File: config.mk
export PLATFORM = sky130hd
export DESIGN_NAME = integer_to_padded_text_unit
export DESIGN_NICKNAME = d
export VERILOG_FILES = /design/src/rtl/itpt_pkg.sv /design/src/rtl/itpt_dabble.sv /design/src/rtl/itpt_emit.sv /design/src/rtl/integer_to_padded_text_unit.sv
export SDC_FILE = /design/constraint.sdc
export NUM_CORES = 1
export LEC_CHECK = 0
export CORE_ASPECT_RATIO = 0.6
export CORE_MARGIN = 10
export CORE_UTILIZATION = 65
export DETAILED_ROUTE_END_ITERATION = 6
export DONT_BUFFER_PORTS = 1
export GPL_TIMING_DRIVEN = 0
export HOLD_SLACK_MARGIN = 0.03
export PLACE_DENSITY = 0.81
export SLEW_MARGIN = 5
export SYNTH_ARGS = -nofsm -noshare
export SYNTH_HDL_FRONTEND = slang
export SYNTH_SLANG_ARGS = --single-unit
File: constraint.sdc
create_clock -name clk -period 9.4 [get_ports clk]
set_input_delay 0.94 -clock clk [delete_from_list [all_inputs] [get_ports clk]]
set_output_delay 0.94 -clock clk [all_outputs]
set_load 0.01 [all_outputs]
File: src/rtl/itpt_pkg.sv
// ----------------------------------------------------------------------------
// itpt_pkg
// shared types, constants and the digit-to-ascii function for the
// integer-to-padded-text unit
// ----------------------------------------------------------------------------
package itpt_pkg;

    localparam int MAX_WIDTH_DEF = 32;

    // binary input width, decimal and hex digit counts
    localparam int BIN_W  = 64;
    localparam int NDEC   = 20;
    localparam int NHEX   = 16;
    localparam int DIG_W  = NDEC * 4;
    localparam int NDIG_W = $clog2(NDEC + 1);

    typedef enum logic [1:0] {
        OP_UDEC = 2'd0,
        OP_SDEC = 2'd1,
        OP_HEXL = 2'd2,
        OP_HEXU = 2'd3
    } op_t;

    localparam logic [7:0] CH_ZERO  = 8'h30;
    localparam logic [7:0] CH_MINUS = 8'h2D;
    localparam logic [7:0] CH_SPACE = 8'h20;
    localparam logic [7:0] CH_UA    = 8'h41;
    localparam logic [7:0] CH_LA    = 8'h61;
    localparam logic [7:0] CH_NINE  = 8'h39;
    localparam logic [7:0] CH_UF    = 8'h46;
    localparam logic [7:0] CH_LF    = 8'h66;

    // per-item format options handed to the emitter
    typedef struct packed {
        logic left;
        logic zero;
        logic neg;
        logic upper;
    } fmt_t;

    typedef enum logic [2:0] {
        S_IDLE = 3'b001,
        S_CONV = 3'b010,
        S_EMIT = 3'b100
    } state_t;

    typedef enum logic [2:0] {
        E_IDLE = 3'b001,
        E_NORM = 3'b010,
        E_OUT  = 3'b100
    } emit_state_t;

    function automatic logic [7:0] digit_char(input logic [3:0] d, input logic upper);
        logic [7:0] base;
        base = upper ? CH_UA : CH_LA;
        if (d < 4'd10)
        begin
            return CH_ZERO + {4'b0000, d};
        end
        return base + {4'b0000, d} - 8'd10;
    endfunction

endpackage

File: src/rtl/itpt_dabble.sv
// ----------------------------------------------------------------------------
// itpt_dabble
// shift-and-add-3 binary to bcd converter, one bit per cycle
// ----------------------------------------------------------------------------
module itpt_dabble (
    input  logic                        clk,
    input  logic                        rst_n,
    input  logic                        start,
    input  logic [itpt_pkg::BIN_W-1:0]  bin,
    output logic                        done,
    output logic [itpt_pkg::DIG_W-1:0]  bcd
);
    import itpt_pkg::*;

    localparam int CNT_W = $clog2(BIN_W);

    logic [BIN_W-1:0] bin_reg;
    logic [DIG_W-1:0] bcd_reg;
    logic [DIG_W-1:0] adj;
    logic [CNT_W-1:0] cnt_reg;
    logic             busy_reg;
    logic             done_reg;

    // add 3 to every digit of 5 or more, then shift the whole word left
    always_comb
    begin
        for (int i = 0; i < NDEC; i++)
        begin
            adj[i*4 +: 4] = (bcd_reg[i*4 +: 4] >= 4'd5) ? bcd_reg[i*4 +: 4] + 4'd3
                                                         : bcd_reg[i*4 +: 4];
        end
    end

    always_ff @(posedge clk or negedge rst_n)
    begin
        if (!rst_n)
        begin
            busy_reg <= 1'b0;
            done_reg <= 1'b0;
            cnt_reg  <= '0;
        end
        else
        begin
            done_reg <= 1'b0;
            if (start)
            begin
                busy_reg <= 1'b1;
                cnt_reg  <= '0;
            end
            else if (busy_reg)
            begin
                cnt_reg <= cnt_reg + 1'b1;
                if (cnt_reg == CNT_W'(BIN_W - 1))
                begin
                    busy_reg <= 1'b0;
                    done_reg <= 1'b1;
                end
            end
        end
    end

    always_ff @(posedge clk)
    begin
        if (start)
        begin
            bin_reg <= bin;
            bcd_reg <= '0;
        end
        else if (busy_reg)
        begin
            {bcd_reg, bin_reg} <= {adj[DIG_W-2:0], bin_reg, 1'b0};
        end
    end

    assign done = done_reg;
    assign bcd  = bcd_reg;

endmodule

File: src/rtl/itpt_emit.sv
// ----------------------------------------------------------------------------
// itpt_emit
// strips leading zero digits, then streams pad, sign and digit characters
// ----------------------------------------------------------------------------
module itpt_emit #(
    parameter int MAX_WIDTH = itpt_pkg::MAX_WIDTH_DEF
) (
    input  logic                             clk,
    input  logic                             rst_n,
    input  logic                             load,
    input  logic [itpt_pkg::DIG_W-1:0]       digits,
    input  logic [itpt_pkg::NDIG_W-1:0]      ndig,
    input  itpt_pkg::fmt_t                   fmt,
    input  logic [$clog2(MAX_WIDTH+1)-1:0]   width,
    output logic                             busy,
    output logic                             out_valid,
    input  logic                             out_stall,
    output logic [7:0]                       text_byte,
    output logic                             last
);
    import itpt_pkg::*;

    localparam int PW = $clog2(MAX_WIDTH + 1);

    emit_state_t       state_reg, state_next;
    logic [DIG_W-1:0]  dig_reg, dig_next;
    logic [NDIG_W-1:0] ndig_reg, ndig_next;
    logic [PW-1:0]     pad_reg, pad_next;
    logic [PW-1:0]     width_reg;
    logic [PW-1:0]     len;
    logic              sign_reg, sign_next;
    fmt_t              fmt_reg;
    logic              ov_reg, ov_next;
    logic [7:0]        byte_reg, byte_next;
    logic              last_reg, last_next;
    logic [3:0]        top_dig;
    logic              slot_free;

    assign top_dig   = dig_reg[DIG_W-1 -: 4];
    assign slot_free = !ov_reg || !out_stall;
    assign len       = PW'(ndig_reg) + PW'(sign_reg);

    always_comb
    begin
        state_next = state_reg;
        dig_next   = dig_reg;
        ndig_next  = ndig_reg;
        pad_next   = pad_reg;
        sign_next  = sign_reg;
        ov_next    = ov_reg && out_stall;
        byte_next  = byte_reg;
        last_next  = last_reg;
        case (state_reg)
            E_IDLE:
            begin
                if (load)
                begin
                    state_next = E_NORM;
                    dig_next   = digits;
                    ndig_next  = ndig;
                    sign_next  = fmt.neg;
                end
            end
            E_NORM:
            begin
                // drop leading zeros, keeping at least one digit
                if (top_dig == 4'd0 && ndig_reg > NDIG_W'(1))
                begin
                    dig_next  = {dig_reg[DIG_W-5:0], 4'd0};
                    ndig_next = ndig_reg - 1'b1;
                end
                else
                begin
                    pad_next   = (width_reg > len) ? width_reg - len : '0;
                    state_next = E_OUT;
                end
            end
            E_OUT:
            begin
                if (slot_free)
                begin
                    if (!fmt_reg.left && pad_reg != '0)
                    begin
                        byte_next = fmt_reg.zero ? CH_ZERO : CH_SPACE;
                        pad_next  = pad_reg - 1'b1;
                    end
                    else if (sign_reg)
                    begin
                        byte_next = CH_MINUS;
                        sign_next = 1'b0;
                    end
                    else if (ndig_reg != '0)
                    begin
                        byte_next = digit_char(top_dig, fmt_reg.upper);
                        dig_next  = {dig_reg[DIG_W-5:0], 4'd0};
                        ndig_next = ndig_reg - 1'b1;
                    end
                    else
                    begin
                        byte_next = CH_SPACE;
                        pad_next  = pad_reg - 1'b1;
                    end
                    ov_next   = 1'b1;
                    last_next = (pad_next == '0) && !sign_next && (ndig_next == '0);
                    if (last_next)
                    begin
                        state_next = E_IDLE;
                    end
                end
            end
            default:
            begin
                state_next = E_IDLE;
            end
        endcase
    end

    always_ff @(posedge clk or negedge rst_n)
    begin
        if (!rst_n)
        begin
            state_reg <= E_IDLE;
            ov_reg    <= 1'b0;
        end
        else
        begin
            state_reg <= state_next;
            ov_reg    <= ov_next;
        end
    end

    always_ff @(posedge clk)
    begin
        dig_reg  <= dig_next;
        ndig_reg <= ndig_next;
        pad_reg  <= pad_next;
        sign_reg <= sign_next;
        byte_reg <= byte_next;
        last_reg <= last_next;
        if (state_reg == E_IDLE && load)
        begin
            fmt_reg   <= fmt;
            width_reg <= width;
        end
    end

    assign busy      = (state_reg != E_IDLE);
    assign out_valid = ov_reg;
    assign text_byte = byte_reg;
    assign last      = last_reg;

endmodule

File: src/rtl/integer_to_padded_text_unit.sv
// ----------------------------------------------------------------------------
// integer_to_padded_text_unit
// formats one integer per item as a padded run of ascii characters
// ----------------------------------------------------------------------------
// usage
//   input channel (in_valid / in_stall): op, value, field_width, flush_left,
//   zero_pad. op selects unsigned 64-bit decimal, signed 32-bit decimal,
//   lower-case hex or upper-case hex. in_stall is high from the cycle after
//   an item is taken until the cycle after its last character has been
//   loaded into the output register; one item is in work at a time.
//   output channel (out_valid / out_stall): an item's characters one by one on
//   text_byte, with last set on the final character of the run. the output
//   register holds its character while out_stall is high and emission waits.
//   flow: decimal items pass through the bcd converter, which shifts in all
//   64 input bits and then signals done; the emitter strips up to 19 leading
//   zeros, sizes the padding, then sends max(field_width, text length)
//   characters, at most MAX_WIDTH or 20, one per cycle while out_stall is
//   low, before the input reopens. hex items load the emitter on accept and
//   strip at most 15 zeros. the bit-serial shift-add-3 converter makes
//   decimal items take longer from one accept to the next than hex ones.
//   reset clears the sequencers and the output valid; no state carries
//   between items.
// ----------------------------------------------------------------------------
module integer_to_padded_text_unit #(
    parameter int MAX_WIDTH = itpt_pkg::MAX_WIDTH_DEF
) (
    input  logic        clk,
    input  logic        rst_n,
    input  logic        in_valid,
    output logic        in_stall,
    input  logic [1:0]  op,
    input  logic [63:0] value,
    input  logic [5:0]  field_width,
    input  logic        flush_left,
    input  logic        zero_pad,
    output logic        out_valid,
    input  logic        out_stall,
    output logic [7:0]  text_byte,
    output logic        last
);
    import itpt_pkg::*;

    localparam int PW = $clog2(MAX_WIDTH + 1);
    localparam int CW = (PW > 6) ? PW : 6;

    state_t            state_reg, state_next;
    fmt_t              fmt_reg, fmt_in, emit_fmt;
    logic [PW-1:0]     width_reg, width_in, emit_width;
    logic [CW-1:0]     fw_ext;
    logic              accept;
    logic              is_hex;
    logic              neg_in;
    logic [31:0]       low;
    logic [BIN_W-1:0]  mag;
    logic              dab_done;
    logic [DIG_W-1:0]  dab_bcd;
    logic              emit_load;
    logic              emit_busy;
    logic [DIG_W-1:0]  emit_digits;
    logic [NDIG_W-1:0] emit_ndig;

    assign accept   = in_valid && !in_stall;
    assign in_stall = (state_reg != S_IDLE);

    // hex digits come straight from the nibbles, decimal goes through bcd
    assign is_hex = (op == OP_HEXL) || (op == OP_HEXU);
    assign low    = value[31:0];
    assign neg_in = (op == OP_SDEC) && low[31];
    assign mag    = (op == OP_SDEC) ? {32'b0, (neg_in ? (~low + 32'd1) : low)} : value;

    // field width saturates at MAX_WIDTH
    assign fw_ext   = CW'(field_width);
    assign width_in = (fw_ext > CW'(MAX_WIDTH)) ? PW'(MAX_WIDTH) : PW'(fw_ext);

    always_comb
    begin
        fmt_in.left  = flush_left;
        fmt_in.zero  = zero_pad;
        fmt_in.neg   = neg_in;
        fmt_in.upper = (op == OP_HEXU);
    end

    // hex items load the emitter on accept, decimal ones when bcd is ready
    assign emit_load   = (accept && is_hex) || (state_reg == S_CONV && dab_done);
    assign emit_digits = (state_reg == S_CONV) ? dab_bcd
                                               : {value, {(DIG_W - BIN_W){1'b0}}};
    assign emit_ndig   = (state_reg == S_CONV) ? NDIG_W'(NDEC) : NDIG_W'(NHEX);
    assign emit_fmt    = (state_reg == S_CONV) ? fmt_reg : fmt_in;
    assign emit_width  = (state_reg == S_CONV) ? width_reg : width_in;

    always_comb
    begin
        state_next = state_reg;
        case (state_reg)
            S_IDLE:
            begin
                if (accept)
                begin
                    state_next = is_hex ? S_EMIT : S_CONV;
                end
            end
            S_CONV:
            begin
                if (dab_done)
                begin
                    state_next = S_EMIT;
                end
            end
            S_EMIT:
            begin
                if (!emit_busy)
                begin
                    state_next = S_IDLE;
                end
            end
            default:
            begin
                state_next = S_IDLE;
            end
        endcase
    end

    always_ff @(posedge clk or negedge rst_n)
    begin
        if (!rst_n)
        begin
            state_reg <= S_IDLE;
        end
        else
        begin
            state_reg <= state_next;
        end
    end

    always_ff @(posedge clk)
    begin
        if (accept)
        begin
            fmt_reg   <= fmt_in;
            width_reg <= width_in;
        end
    end

    itpt_dabble u_dabble (
        .clk   (clk),
        .rst_n (rst_n),
        .start (accept && !is_hex),
        .bin   (mag),
        .done  (dab_done),
        .bcd   (dab_bcd)
    );

    itpt_emit #(
        .MAX_WIDTH (MAX_WIDTH)
    ) u_emit (
        .clk       (clk),
        .rst_n     (rst_n),
        .load      (emit_load),
        .digits    (emit_digits),
        .ndig      (emit_ndig),
        .fmt       (emit_fmt),
        .width     (emit_width),
        .busy      (emit_busy),
        .out_valid (out_valid),
        .out_stall (out_stall),
        .text_byte (text_byte),
        .last      (last)
    );

endmodule

==> flow_metrics.env, run 1 <==
export IMPL_clock_sinks=278
export IMPL_p_sw_frac=0.355
export IMPL_clkLatencyLatePin_ns=0.53
export IMPL_async_reset_ff_frac=0.0540
export IMPL_path_clk_slew_ns=0.07
export IMPL_cts_buffers=26
export IMPL_routabilityCongestion=0.948
export IMPL_utilization=0.729
export IMPL_core_rowCount=42
export IMPL_worstPathCellList="inv_1, ha_1, nor2b_1, a31oi_1, clkbuf_1, nor2_1, a21oi_1, nor2_4, buf_12"
export IMPL_cp_start_kind="register"
export IMPL_wl_per_cell_um=21.2
export IMPL_via_count=12153
export IMPL_path_buf_inv=3
export IMPL_p_sw_mw=1.63
export IMPL_synth_edf_count=183
export IMPL_ctsRootBufferMaster="clkbuf_16"
export IMPL_timing_rr_start="u_emit.pad_reg[0]"
export IMPL_crit_path_end_kind="register"
export IMPL_report_final_slew_viol_count=0
export IMPL_io_buffers=0
export IMPL_slowest_stage="nor2_4"
export IMPL_path_delay_family="simple AND/OR/NAND/NOR gates"
export IMPL_clkPwrFrac=0.232
export IMPL_postRouteAntennaNets=0
export IMPL_rr_worst_depth=9
export IMPL_syn_mean_instance_area_um2=9.58
export IMPL_final_setup_viol_count=0
export IMPL_powerDensity_nw_per_um2=280
export IMPL_critPathMaxFanout=33
export IMPL_core_region_area_um2=22400
export IMPL_grt_pass1_vias=11294
export IMPL_grt_antenna_before_repair=1
export IMPL_dieHeight_um=138
export IMPL_max_cap_violations=0
export IMPL_cts_hold_buf=0
export IMPL_yosysSeqAreaShare=0.498
export IMPL_worstReg2RegEnd="u_emit.dig_reg[45]"
export IMPL_slew_limit_headroom=0.0775
export IMPL_chipWidth_um=216
export IMPL_yosys_warnings=0
export IMPL_dp_hpwl_mm=29.3
export IMPL_max_stage_delay_ns=0.58
export IMPL_synth_distinct_cells=78
export IMPL_avgViaCountPerCell=6.31
export IMPL_synth_ff_type="edfxtp_1"
export IMPL_grt_pass1_wl_mm=63.4
export IMPL_reg2reg_slack_ns=6.05
export IMPL_p_comb_frac=0.316
export IMPL_htree_levels=1
export IMPL_cp_required_ns=9.63
export IMPL_hold_slack_ns=0.0980
export IMPL_synth_cells=1566
export IMPL_fmax_mhz=299
export IMPL_rsz0062_at_grt="false"
export IMPL_drt_iter0_drc=1384
export IMPL_track_usage=0.267
export IMPL_clk_path_buf_depth=3
export IMPL_drt_pass1_iter_count=5
export IMPL_hold_viol=0
export IMPL_die_area_um2=29800
export IMPL_syn2layout_area_growth_pct=8.78
export IMPL_postCtsSetupBuffers=0
export IMPL_pwr_share_seq=0.452
export IMPL_tritoncts="done"
export IMPL_final_min_clock_period_ns=3.35
export IMPL_min_period_over_period=0.356
export IMPL_syn_num_nets=1701
export IMPL_n_antenna_cell=0
export IMPL_ios=89
export IMPL_hp_class="primary input to async pin"
export IMPL_start_util=0.670
export IMPL_synth_seq_cells=278
export IMPL_tns_ns=0
export IMPL_leakage_nw=6.20
export IMPL_grt_max_degree=45
export IMPL_path_class="register to register"
export IMPL_final_nets=1732
export IMPL_routed_wl_mm=40.8
export IMPL_tightest_slew_ns=1.37
export IMPL_post_route_drc_count=0
export IMPL_overflow=0
export IMPL_ir_drop_mv=0.171
export IMPL_layout_drive_gt1_share=0.0519
export IMPL_intPower_mw=2.95
export IMPL_critPathArrivalTime_ns=3.58
export IMPL_status="finished, final reports clean"
export IMPL_ctsResizeCount=0
export IMPL_syn_area_um2=15000
export IMPL_fin_skew_ns=0.0136
## layout by cell type (no fill, tap or decap), drive strengths merged, types with 38 or more instances in the layout
master	n
xnor2	40
clkbuf	103
edfxtp	183
nand2	255
nor2	126
mux2i	91
ha	56
a21oi	102
nand3	38
inv	64
o21ai	186
dfxtp	80
## power groups by stage
| stage | Sequential, mW | Combinational [mW] | Clock [mW] |
|---|---|---|---|
| after floorplan | 1.97 | 1.09 | 0 |
| after global placement | 2.06 | 1.29 | 0 |
| after detailed placement | 2.07 | 1.39 | 0 |
| after CTS | 2.05 | 1.42 | 1.06 |
| after global routing | 2.11 | 1.63 | 1.12 |
| final | 2.07 | 1.44 | 1.06 |
## final cells by class
| cell class | instances | area, um2 |
|---|---|---|
| inverter | 64 | 240 |
| clock buffer | 39 | 781 |
| timing repair buffer | 3 | 67.6 |
| fill | 1654 | 6060 |
| sequential | 278 | 7470 |
| clock inverter | 9 | 68.8 |
| buffer | 84 | 347 |
| multi-input combinational | 1140 | 6960 |
| tap | 308 | 385 |
## kinds of logic after synthesis
group | synth area share
other cells | 0.000250
simple gates | 0.178
compound gates | 0.129
fa+ha+maj | 0.0480
buf+inv | 0.0391
flops | 0.498
xor+xnor | 0.0403
mux | 0.0674
## metrics by stage
stage	power [mW]	std cells	setup WS (ns)	cell area (um2)
finish	4.57	1925	6.05	16300
global route	4.85	1925	5.82	16300
CTS	4.53	1925	6.11	16300
detailed placement	3.46	1877	5.73	15500
global placement	3.36	1874	1.94	15400
floorplan	3.06	1566	3.88	15000
## metal layers
layer / wire (um) / up-vias / global-route usage
met3: 4980 / 65 / 0.0642
li1: - / 5581 / -
met1: 18000 / 5819 / 0.398
met2: 17100 / 688 / 0.386
met4: 712 / 0 / 0.0576
met5: 0 / - / 0
## Yosys cell counts, types with 7 or more instances
library cell | number | share of area
o21ai_0 | 168 | 0.056
xor2_1 | 29 | 0.017
xnor2_1 | 40 | 0.023
o21ai_1 | 18 | 0.0060
a21oi_1 | 101 | 0.034
nand3_1 | 37 | 0.012
nor2b_1 | 11 | 0.0046
mux2i_1 | 91 | 0.061
nand2_1 | 255 | 0.064
ha_1 | 56 | 0.047
inv_1 | 62 | 0.016
nand3b_1 | 35 | 0.018
clkbuf_1 | 64 | 0.016
a211oi_1 | 15 | 0.0075
nor3b_1 | 18 | 0.0090
mux2_2 | 9 | 0.0068
edfxtp_1 | 183 | 0.37
dfxtp_1 | 80 | 0.11
nor2_1 | 123 | 0.031
dfrtp_1 | 13 | 0.022
or3_1 | 8 | 0.0033
buf_1 | 9 | 0.0023
buf_2 | 7 | 0.0023
nand2b_1 | 26 | 0.011
nor3_1 | 13 | 0.0043
## worst max path at each step
stage               slack [ns]         startpoint  depth (start not counted)                   to
floorplan                 3.88           in_valid                          6    u_emit.dig_reg[0]
global placement          1.94  u_emit.pad_reg[0]                          8   u_emit.dig_reg[41]
detailed placement        5.73           in_valid                          6  u_dabble.bin_reg[7]
CTS                       6.11  u_emit.pad_reg[0]                          9   u_emit.dig_reg[51]
global route              5.82  u_emit.pad_reg[0]                          9   u_emit.dig_reg[57]
finish                    6.05  u_emit.pad_reg[0]                          9   u_emit.dig_reg[45]
Power figures use the tool's default switching activity.
==> run 2: changes to the inputs <==
--- a/config.mk
+++ b/config.mk
@@ -7,12 +7,12 @@
 export LEC_CHECK = 0
 export CORE_ASPECT_RATIO = 0.6
 export CORE_MARGIN = 10
-export CORE_UTILIZATION = 65
+export CORE_UTILIZATION = 64
 export DETAILED_ROUTE_END_ITERATION = 6
 export DONT_BUFFER_PORTS = 1
 export GPL_TIMING_DRIVEN = 0
 export HOLD_SLACK_MARGIN = 0.03
-export PLACE_DENSITY = 0.81
+export PLACE_DENSITY = 0.8
 export SLEW_MARGIN = 5
 export SYNTH_ARGS = -nofsm -noshare
 export SYNTH_HDL_FRONTEND = slang
==> constraint.sdc (replaced) <==
create_clock -name clk -period 3.2 [get_ports clk]
set_input_delay 0.32 -clock clk [delete_from_list [all_inputs] [get_ports clk]]
set_output_delay 0.32 -clock clk [all_outputs]
set_load 0.01 [all_outputs]
==> run 2 against run 1 <==
Fmax up 9.0%. Design area up 3.1%. Critical path depth grew 1. Core utilization hardly changed. Sequential share of layout area is 1.4 points lower. Setup slack worse by 5.9 ns. First-iteration DRC count increased by 0.58%. Global-route usage down 0.69 points. Routed wire length decreased by 0.28%. Clock skew rose by 0.00088 ns. Clock power rose to 3.1 times the previous value.
==> flow_metrics.env, run 2 (synthesized netlist as in run 1, its figures left out) <==
export IMPL_status="finished, final reports clean"
export IMPL_setup_slack_ns=0.128
export IMPL_reg2reg_slack_ns=0.13
export IMPL_hold_viol=0
export IMPL_drt_iter0_drc=1392
export IMPL_powerDensity_nw_per_um2=809
export IMPL_dieHeight_um=139
export IMPL_crit_path_end_kind="register"
export IMPL_syn2layout_area_growth_pct=12.2
export IMPL_ios=89
export IMPL_core_region_area_um2=23100
export IMPL_dp_hpwl_mm=28.8
export IMPL_leakage_nw=6.44
export IMPL_htree_levels=1
export IMPL_grt_pass1_vias=11380
export IMPL_layout_drive_gt1_share=0.0584
export IMPL_critPathMaxFanout=9
export IMPL_fmax_mhz=326
export IMPL_min_period_over_period=0.960
export IMPL_wl_per_cell_um=20.6
export IMPL_report_final_slew_viol_count=0
export IMPL_grt_max_degree=34
export IMPL_chipWidth_um=218
export IMPL_hold_slack_ns=0.0431
export IMPL_final_min_clock_period_ns=3.07
export IMPL_routed_wl_mm=40.7
export IMPL_cts_buffers=26
export IMPL_post_place_ws_ns=-0.00905
export IMPL_n_antenna_cell=0
export IMPL_die_area_um2=30200
export IMPL_drt_pass1_iter_count=6
export IMPL_layout_commonest_cell="nand2_1"
export IMPL_start_util=0.650
export IMPL_hold_start="value[50]"
export IMPL_final_setup_viol_count=0
export IMPL_worstReg2RegEnd="u_emit.pad_reg[5]"
export IMPL_fillers=1604
export IMPL_grt_pass1_wl_mm=63.7
export IMPL_path_clk_slew_ns=0.07
export IMPL_final_nets=1777
export IMPL_total_power_mw=13.6
export IMPL_path_class="register to register"
export IMPL_max_cap_violations=0
export IMPL_io_buffers=0
export IMPL_cp_start_kind="register"
export IMPL_tritoncts="done"
export IMPL_postRouteAntennaNets=0
export IMPL_critPathArrivalTime_ns=3.33
export IMPL_min_to="u_dabble.bin_reg[50]"
export IMPL_hp_class="primary input to register"
export IMPL_clk_path_buf_depth=3
export IMPL_track_usage=0.260
export IMPL_timing_rr_start="u_emit.ndig_reg[0]"
export IMPL_layoutNonFillerInstCount=1977
export IMPL_core_rowCount=43
export IMPL_seq_area_um2=7470
export IMPL_clkLatencyLatePin_ns=0.54
export IMPL_slew_limit_headroom=0.0932
export IMPL_grt_antenna_before_repair=0
export IMPL_ctsRootBufferMaster="clkbuf_16"
export IMPL_cp_required_ns=3.46
export IMPL_clock_sinks=278
export IMPL_fin_skew_ns=0.0145
export IMPL_multi_input_area_um2=6970
export IMPL_overflow=0
export IMPL_tightest_slew_ns=1.36
export IMPL_routabilityCongestion=0.925
export IMPL_via_count=12364
export IMPL_rr_worst_depth=10
export IMPL_ir_drop_mv=0.500
export IMPL_avgViaCountPerCell=6.25
export IMPL_hold_depth=2
export IMPL_place_inst=1884
export IMPL_post_route_drc_count=0
export IMPL_layout_common_cells="nand2_1 (254), edfxtp_1 (183), o21ai_0 (168)"
[run 2: metal layers]
metal | up-vias | GRT usage | part of all wire | routed length, um
met5 | - | 0 | 0 | 0
li1 | 5661 | - | - | -
met1 | 5944 | 0.391 | 0.44 | 18000
met2 | 692 | 0.367 | 0.42 | 17100
met3 | 67 | 0.0660 | 0.12 | 4780
met4 | 0 | 0.0572 | 0.018 | 744
[run 2: worst max-delay path by stage]
stage	endpoint	slack, ns	cells past startpoint	start
2_1_floorplan	u_emit.dig_reg[0]	0.01	8	u_emit.pad_reg[0]
3_3_place_gp	u_emit.dig_reg[36]	-0.92	8	u_emit.pad_reg[0]
3_5_place_dp	u_dabble.bin_reg[4]	-0.009	6	state_reg[2]
4_1_cts	u_emit.dig_reg[36]	0.05	9	u_emit.pad_reg[0]
5_1_grt	u_dabble.bcd[39]	-0.001	5	state_reg[0]
6_report	u_emit.pad_reg[5]	0.13	10	u_emit.ndig_reg[0]
[run 2: timing repair]
| item | 4_1_cts | 5_1_grt |
|---|---|---|
| resized for setup | 0 | 1 |
| hold buffers | 38 | 0 |
| pin swaps | 0 | 1 |
| buffers inserted | 0 | 9 |
| endpoints found under the hold margin | 59 | 0 |
| setup endpoints to repair | 34 | 69 |
[run 2: cell type report]
type / instances / area share
inverter: 64 / 0.0143
tap: 315 / 0.0234
clock inverter: 6 / 0.00216
buffer: 82 / 0.0201
sequential: 278 / 0.444
timing repair buffer: 50 / 0.0309
multi-input combinational: 1140 / 0.414
clock buffer: 42 / 0.0511
[run 2: through the flow]
stage	cell area, um2	TNS, ns	utilization
finish	16800	0	0.729
global route	16800	-0.00114	0.729
CTS	16700	0	0.726
detailed placement	15500	-0.223	0.671
global placement	15400	-114.03	0.668
floorplan	15000	0	-
[run 2: worst max-delay path, stage by stage, from the launching register on]
cell and delay, ns:
edfxtp_1 0.57, ha_1 0.30, ha_1 0.29, inv_1 0.07, fa_1 0.47, a21o_1 0.20, a21oi_1 0.22, o21bai_1 0.10
a21o_1 0.20, o211ai_1 0.21, o32ai_1 0.16
[run 2: where the power goes]
group          leakage [nW]  switching (mW)  internal [mW]
registers              2.68           0.886           5.17
logic                  3.30            2.53           1.78
clock network         0.448            1.40           1.85
==> run 3: changes to the inputs <==
--- a/config.mk
+++ b/config.mk
@@ -7,13 +7,14 @@
 export LEC_CHECK = 0
 export CORE_ASPECT_RATIO = 0.6
 export CORE_MARGIN = 10
-export CORE_UTILIZATION = 64
+export CORE_UTILIZATION = 65
 export DETAILED_ROUTE_END_ITERATION = 6
 export DONT_BUFFER_PORTS = 1
 export GPL_TIMING_DRIVEN = 0
 export HOLD_SLACK_MARGIN = 0.03
-export PLACE_DENSITY = 0.8
+export PLACE_DENSITY = 0.81
 export SLEW_MARGIN = 5
 export SYNTH_ARGS = -nofsm -noshare
 export SYNTH_HDL_FRONTEND = slang
+export SYNTH_HIERARCHICAL = 1
 export SYNTH_SLANG_ARGS = --single-unit
==> run 3 against run 2 <==
Clock skew up 0.018 ns. Critical path depth stayed put. Core utilization shrank 0.17 points. Clock power rose by 2%. Area after synthesis rose by 7.2%. Highest routed layer unchanged. Sequential share of layout area shrank 2.1 points. Cell count is 5.4% lower. Sequential cell count is the same. Non-clock buffer count decreased by 44. Critical path type unchanged. Combinational power rose by 14%.
==> flow_metrics.env, run 3 <==
export IMPL_gr_usage_met2=0.355
export IMPL_syn2layout_area_growth_pct=9.83
export IMPL_synthTopCellsByCount="mux2_2 (210), edfxtp_1 (183), inv_1 (94), dfxtp_1 (80), nor2_1 (78)"
export IMPL_synth_seq_cells=278
export IMPL_synth_area_top_cells="edfxtp_1 (34%), mux2_2 (15%), dfxtp_1 (10%)"
export IMPL_core_region_area_um2=24300
export IMPL_cp_start_kind="register"
export IMPL_fin_skew_ns=0.0328
export IMPL_min_period_over_period=0.961
export IMPL_final_setup_viol_count=0
export IMPL_multi_input_area_um2=7920
export IMPL_synth_distinct_cells=83
export IMPL_overflow=0
export IMPL_die_area_um2=31600
export IMPL_n_antenna_cell=0
export IMPL_clkLatencyLatePin_ns=0.57
export IMPL_synth_most_common_cell="mux2_2"
export IMPL_timing_rr_start="u_emit/ndig_reg[0]"
export IMPL_async_reset_ff_frac=0.0540
export IMPL_critPathArrivalTime_ns=3.34
export IMPL_htree_levels=1
export IMPL_yosysTopAreaCellShare=0.342
export IMPL_fmax_mhz=325
export IMPL_p_sw_frac=0.344
export IMPL_powerDensity_nw_per_um2=819
export IMPL_synth_top_cell_by_area="edfxtp_1"
export IMPL_grt_pass1_wl_mm=65.8
export IMPL_yosysSeqAreaShare=0.465
export IMPL_path_class="register to register"
export IMPL_synth_cells=1484
export IMPL_worstReg2RegEnd="u_emit/pad_reg[3]"
export IMPL_reg2reg_slack_ns=0.13
export IMPL_drt_iter0_drc=1737
export IMPL_p_comb_frac=0.339
export IMPL_layoutNonFillerInstCount=1871
export IMPL_core_rowCount=44
export IMPL_busiest_layer="met1"
export IMPL_pwr_share_seq=0.433
export IMPL_routed_wl_mm=42.7
export IMPL_syn_mean_instance_area_um2=10.8
export IMPL_chipWidth_um=223
export IMPL_cp_required_ns=3.47
export IMPL_p_sw_mw=4.97
export IMPL_post_place_ws_ns=-0.553
export IMPL_rr_worst_depth=10
export IMPL_leakage_nw=6.54
export IMPL_slew_limit_headroom=0.378
export IMPL_rsz0062_at_grt="false"
export IMPL_dieHeight_um=142
export IMPL_io_buffers=0
export IMPL_intPower_mw=9.49
export IMPL_met1_usage=0.384
export IMPL_syn_area_um2=16100
export IMPL_final_nets=1664
export IMPL_grt_use_met3=0.0821
export IMPL_min_to="width_reg[1]"
export IMPL_post_route_drc_count=0
export IMPL_max_cap_violations=0
export IMPL_ctsRootBufferMaster="clkbuf_16"
export IMPL_avgViaCountPerCell=6.54
export IMPL_clock_sinks=278
export IMPL_track_usage=0.260
export IMPL_place_inst=1811
export IMPL_grt_pass1_vias=11697
export IMPL_hp_class="primary input to register"
export IMPL_routabilityCongestion=0.949
export IMPL_layout_drive_gt1_share=0.246
export IMPL_critPathMaxFanout=8
export IMPL_layout_common_cells="mux2_2 (210), edfxtp_1 (183), inv_1 (93)"
export IMPL_ios=89
export IMPL_grt_antenna_before_repair=1
export IMPL_tightest_slew_ns=0.919
export IMPL_dp_hpwl_mm=30.6
export IMPL_status="finished, final reports clean"
export IMPL_via_count=12233
export IMPL_clkPwrFrac=0.229
export IMPL_yosys_warnings=6
export IMPL_start_util=0.662
export IMPL_crit_path_end_kind="register"
export IMPL_synth_ff_type="edfxtp_1"
export IMPL_cts_buffers=26
export IMPL_clk_path_buf_depth=3
export IMPL_ir_drop_mv=0.532
export IMPL_report_final_slew_viol_count=0
export IMPL_hold_depth=1
export IMPL_path_clk_slew_ns=0.07
export IMPL_tritoncts="done"
export IMPL_hold_start="field_width[1]"
export IMPL_postPlaceCellArea_um2=16600
export IMPL_seq_area_um2=7470
export IMPL_final_min_clock_period_ns=3.07
export IMPL_layout_commonest_cell="mux2_2"
export IMPL_setup_slack_ns=0.126
export IMPL_fillers=1656
export IMPL_hold_viol=0
export IMPL_synth_edf_count=183
export IMPL_wl_per_cell_um=22.8
export IMPL_postRouteAntennaNets=0
export IMPL_drt_pass1_iter_count=6
export IMPL_grt_max_degree=35
export IMPL_finalInstanceArea_um2=17700
[run 3: cell types whose count changed in the layout (fill, tap and decap cells not counted), moves of 30 or more]
cell / change
and2_1: +57
buf_2: +33
clkbuf_1: -44
inv_1: +31
mux2_2: +201
mux2i_1: -87
nand2_1: -185
nand3b_1: -30
nor2_1: -46
o21ai_0: -99
[run 3: through the flow]
step	power, mW	utilization	setup TNS [ns]	hold slack, ns
6_report	14.5	0.728	0	0.0514
5_1_grt	15.2	0.728	0	0.0391
4_1_cts	14.3	0.727	0	0.0358
3_5_place_dp	11.0	0.684	-40.05	0.0260
3_3_place_gp	10.6	0.681	-136.43	0.0259
2_1_floorplan	9.67	-	0	0.0244
[run 3: power groups by stage]
stage	sequential, mW	clock [mW]	combinational [mW]
finish	6.26	3.30	4.90
global placement	6.20	0	4.39
global route	6.40	3.45	5.37
CTS	6.22	3.32	4.77
floorplan	5.89	0	3.78
detailed placement	6.27	0	4.68
[run 3: worst max-delay path by stage]
stage	from	end	slack, ns	cells after the start
5_1_grt	u_emit/ndig_reg[0]	u_emit/pad_reg[3]	0.002	10
4_1_cts	u_emit/ndig_reg[0]	u_emit/pad_reg[3]	0.04	10
3_5_place_dp	state_reg[0]	u_emit/dig_reg[55]	-0.55	9
2_1_floorplan	state_reg[0]	u_emit/dig_reg[0]	0.006	7
3_3_place_gp	state_reg[0]	u_emit/dig_reg[54]	-1.55	8
6_report	u_emit/ndig_reg[0]	u_emit/pad_reg[3]	0.13	10
[run 3: layout make-up]
cell class              instances  share of cell area
flip-flops and latches        278               0.423
inverters                      94              0.0201
plain buffers                  73              0.0234
well taps                     322              0.0228
multi-input cells            1041               0.448
clock buffers                  32              0.0398
clock inverters                16              0.0118
repair buffers                 15              0.0106
[run 3: worst max-delay path, stage by stage (launching register included)]
cell      delay [ns]
edfxtp_1        0.56
ha_1            0.31
ha_1            0.28
inv_1           0.06
fa_1            0.44
a21o_1          0.19
a21oi_1         0.22
nor2b_1         0.07
o21a_1          0.18
o221ai_2        0.30
o32ai_1         0.16
[run 3: layer usage]
metal	routed length, um	vias to the layer above
met5	0	-
met4	1090	0
met3	5560	99
met2	17100	682
met1	19000	5866
li1	-	5586
[run 3: timing repair]
action / in CTS / in global routing
setup endpoints to repair: 80 / 13
hold buffers: 10 / 0
gates resized for setup: 3 / 3
hold endpoints to repair: 31 / 0
setup buffers: 2 / 0
cloned: 0 / 0
[run 3: cells by family (layout without fill, tap and decap cells)]
family / Yosys count / in the layout / synth area share
other cells: 3 / 5 / 0.000700
xor+xnor: 44 / 44 / 0.0240
simple gates: 391 / 391 / 0.132
fa+ha+maj: 57 / 57 / 0.0448
buf+inv: 167 / 230 / 0.0475
mux: 214 / 214 / 0.150
flops: 278 / 278 / 0.465
compound gates: 330 / 330 / 0.136
